===== src/sv/bsa_pkg.sv =====
`default_nettype none

package bsa_pkg;

	localparam int NUM_SLOTS = 8192;
	localparam int WORD_BITS = 32;
	localparam int NWORDS    = NUM_SLOTS / WORD_BITS;
	localparam int IDX_W     = $clog2(NWORDS);
	localparam int BIT_W     = $clog2(WORD_BITS);
	localparam int SLOT_W    = 13;
	localparam int SEL_W     = 16;
	localparam int STATUS_W  = 2;

	localparam logic OP_ALLOC = 1'b0;
	localparam logic OP_FREE  = 1'b1;

	localparam logic [STATUS_W-1:0] STATUS_ALLOC = 2'd0;
	localparam logic [STATUS_W-1:0] STATUS_FULL  = 2'd1;
	localparam logic [STATUS_W-1:0] STATUS_FREED = 2'd2;

	typedef struct packed {
		logic load;
		logic rd_free;
		logic rd_first;
		logic rd_next;
		logic wr_clear;
		logic wr_set;
		logic emit_free;
		logic emit_alloc;
		logic emit_full;
	} bsa_cmd_t;

	typedef struct packed {
		logic word_full;
		logic last_word;
	} bsa_sts_t;

endpackage

`default_nettype wire


===== src/sv/bsa_ctrl.sv =====
`default_nettype none

module bsa_ctrl (
	input  wire logic              clk,
	input  wire logic              arst_n,
	input  wire logic              start,
	input  wire logic              opcode,
	input  wire bsa_pkg::bsa_sts_t sts,
	output bsa_pkg::bsa_cmd_t      cmd,
	output logic                   busy
);
	import bsa_pkg::*;

	typedef enum logic [4:0] {
		S_IDLE     = 5'b00001,
		S_FREE_RD  = 5'b00010,
		S_FREE_WR  = 5'b00100,
		S_SCAN_RD  = 5'b01000,
		S_SCAN_CHK = 5'b10000
	} state_t;

	state_t state_q;
	state_t state_d;

	assign busy = (state_q != S_IDLE);

	always_comb begin
		state_d = state_q;
		cmd     = '0;
		unique case (state_q)
			S_IDLE: begin
				if (start) begin
					cmd.load = 1'b1;
					state_d  = (opcode == OP_FREE) ? S_FREE_RD : S_SCAN_RD;
				end
			end
			S_FREE_RD: begin
				cmd.rd_free = 1'b1;
				state_d     = S_FREE_WR;
			end
			S_FREE_WR: begin
				cmd.wr_clear  = 1'b1;
				cmd.emit_free = 1'b1;
				state_d       = S_IDLE;
			end
			S_SCAN_RD: begin
				cmd.rd_first = 1'b1;
				state_d      = S_SCAN_CHK;
			end
			S_SCAN_CHK: begin
				if (!sts.word_full) begin
					cmd.wr_set     = 1'b1;
					cmd.emit_alloc = 1'b1;
					state_d        = S_IDLE;
				end else if (sts.last_word) begin
					cmd.emit_full = 1'b1;
					state_d       = S_IDLE;
				end else begin
					cmd.rd_next = 1'b1;
				end
			end
			default: begin
				state_d = S_IDLE;
			end
		endcase
	end

	always_ff @(posedge clk or negedge arst_n) begin
		if (!arst_n) begin
			state_q <= S_IDLE;
		end else begin
			state_q <= state_d;
		end
	end

endmodule

`default_nettype wire


===== config.mk =====
export PLATFORM = sky130hd
export DESIGN_NAME = bsa_ctrl
export DESIGN_NICKNAME = d
export VERILOG_FILES = /design/src/sv/bsa_pkg.sv /design/src/sv/bsa_ctrl.sv
export SDC_FILE = /design/constraint.sdc
export NUM_CORES = 1
export LEC_CHECK = 0
export ABC_CLOCK_PERIOD_IN_PS = 2900
export BUFFER_PORTS_ARGS = -buffer_cell sky130_fd_sc_hd__buf_2
export CAP_MARGIN = 10
export CORE_AREA = 2 2 39 41
export CTS_BUF_LIST = sky130_fd_sc_hd__clkbuf_16
export DETAILED_ROUTE_END_ITERATION = 10
export DIE_AREA = 0 0 41 43
export HOLD_SLACK_MARGIN = 0.08
export PLACE_DENSITY = 0.57
export REMOVE_ABC_BUFFERS = 1
export SYNTH_ARGS = -nofsm -noshare
export SYNTH_HDL_FRONTEND = slang
export SYNTH_SLANG_ARGS = --single-unit

===== constraint.sdc =====
create_clock -name clk -period 2.9 [get_ports clk]
set_clock_uncertainty 0.2 [all_clocks]
set_input_delay 0.58 -clock clk [delete_from_list [all_inputs] [get_ports clk]]
set_output_delay 0.58 -clock clk [all_outputs]
set_load 0.01 [all_outputs]

==> impl_metrics.ini <==
[sta]
tightest_slew_ns = 0.262
slew_headroom_pct = 82.4
min_period_ns = 2.24
clock.fmax_mhz = 447
setup_tns_ns = 0
post-route-period-util_pct = 77.2
setup_viol = 0
slew_violations = 0
rsz0062_at_grt = no
hold_viol = 0

[place]
place_congestion = 0.654
io_buffers = 15
dp_hpwl_um = 488

[critical_path]
rr_endpoint = state_q[4]
path_max_fanout = 7
cpMaxStageDelayCell = dfrtp_1
slowest_delay_ns = 0.42
cp-start-kind = register
required_ns = 2.12
reg2reg_slack_ns = 1.43
worstPathArrival_ns = 1.46
worstSetupStartpoint = state_q[4]
cp_cell_sequence = or3_4, nor3b_4, buf_2
crit_type = register to output port
r2r_cells = 3
rr_startpoint = state_q[4]
end_kind = output port

[power]
switchingPower_mw = 0.128
p_sw_share_pct = 27.4
leakage_nw = 0.252
powerDensity_nw_per_um2 = 976
p_int_mw = 0.339
power_mw = 0.468
power_frac_seq_pct = 25.1
combinationalPowerShare_pct = 27.5
ir_drop_mv = 0.554
p_clk_share_pct = 47.4

[route]
wl_met1_um = 302
drt_wl_total_um = 634
wl_met2_um = 273
top_layer = met3
dr_wl_met3_um = 58
detail_route.iter0.violations = 7
route.detailed.drc = 0
dr.pass1.iters = 4
ant_nets = 0
wl_per_cell_um = 10.1
post_drt_via_cell_ratio = 4.35
vias = 274

[worst_hold_path]
worst_hold_startpoint = opcode
hold_class = input port to register
hold_end = state_q[3]
worstHoldPathCells = 2

[floorplan]
die-height_um = 43
die_w_um = 41
core_um2 = 1380
num_rows = 14
io_pins = 16
dieArea_um2 = 1760
start_util_pct = 22.4

[clock_tree]
cts_resized = 0
htree_levels = 1
clk_pin_slew_ns = 0.03
cts_tree = built
clock_path_buffers = 2
clock_sinks = 5
clock_latency_ns = 0.23
root_buffer = clkbuf_16
numCtsBuffers = 3

[synthesis]
synth.avg_cell_area_um2 = 10.7
synth-seq-cells = 5
synth_seq_area_share_pct = 40.7
syn_inst = 29
yosys_warnings = 0
syn_area_um2 = 310
ys_types = 18

[grt]
grt_usage_pct = 9.30
grt_pass1_wl_um = 1040
grt_max_degree = 8
antenna_found_initial = 0
grt_pass1_vias = 247
overflow = 0

[cells_and_area]
top_register = state_q
drive_gt1_share_pct = 51.1
layout_commonest_cell = buf_2
top_regs = state_q x5
final_nets = 54
final_cell_mix = buf_2 (15), and3_1 (4), dfrtp_1 (4)
area_growth_pct = 54.4
num_antenna_cells = 0
largest_register_ffs = 5

[status]
status = completed

[job]
max-cap-violations = 0
-- per-layer routing --
metal  vias to the layer above  track usage, %
li1                        142               -
met1                       119            11.8
met4                         0            6.00
met2                        13            10.9
met5                         -               0
met3                         0            6.28
-- layout make-up --
type / count / area (um^2)
repair buffers: 16 / 85.1
fillers: 148 / 905
clock buffers: 3 / 75.1
multi-input cells: 21 / 165
flip-flops and latches: 5 / 126
inverters: 1 / 3.75
clock inverters: 1 / 3.75
well taps: 16 / 20.0
-- cell families after synthesis --
group	Yosys count	share of synthesized area (%)
buf+inv	3	6.05
compound gates	1	2.82
flops	5	40.7
simple gates	19	47.6
xor+xnor	1	2.82
-- synthesized netlist by cell type --
cell	count	share of area [%]
or3_4	1	3.6
nor3b_4	1	6.0
and3_1	4	8.1
nor4_1	1	2.0
and4bb_2	2	8.1
nor4b_1	1	2.8
nor3b_1	2	4.8
nor2b_1	1	2.0
dfstp_2	1	8.5
buf_4	2	4.8
o32ai_1	1	2.8
xnor2_1	1	2.8
and2_1	1	2.0
inv_1	1	1.2
nor2_1	3	3.6
or2_1	1	2.0
dfrtp_1	4	32
and3_2	1	2.4
-- worst max-delay path by stage --
stage	depth (start not counted)	to	slack, ns
after floorplan	2	cmd[2]	0.78
after global placement	4	cmd[5]	0.86
after detailed placement	4	cmd[5]	0.85
after CTS	3	cmd[6]	0.64
after global routing	3	cmd[2]	0.57
final	3	cmd[6]	0.66
-- timing repair --
item / CTS / global route
setup buffers: 0 / 0
hold endpoints to repair: 4 / 0
hold buffers: 1 / 0
-- metrics by stage --
stage	setup slack (ns)	hold slack (ns)	area, um^2	utilization [%]	cells
global route	0.573	0.334	479	34.6	63
finish	0.662	0.318	479	34.6	63
floorplan	0.777	0.0844	295	-	27
global placement	0.857	0.197	390	28.2	58
detailed placement	0.847	0.198	390	28.2	58
CTS	0.641	0.315	479	34.6	63
-- critical path: cells and delay by family, from the launching register on --
| family | cells | cell delay, ns |
|---|---|---|
| flip-flops | 1 | 0.42 |
| AND/OR/NAND/NOR | 2 | 0.64 |
| buffers and inverters | 1 | 0.16 |
-- power by group through the flow --
stage / sequential, mW / clock, mW / combinational (mW)
after global routing: 0.120 / 0.234 / 0.146
after CTS: 0.118 / 0.226 / 0.131
after detailed placement: 0.119 / 0 / 0.129
after global placement: 0.118 / 0 / 0.130
after floorplan: 0.111 / 0 / 0.0949
final: 0.117 / 0.222 / 0.128
Power figures use the tool's default switching activity.
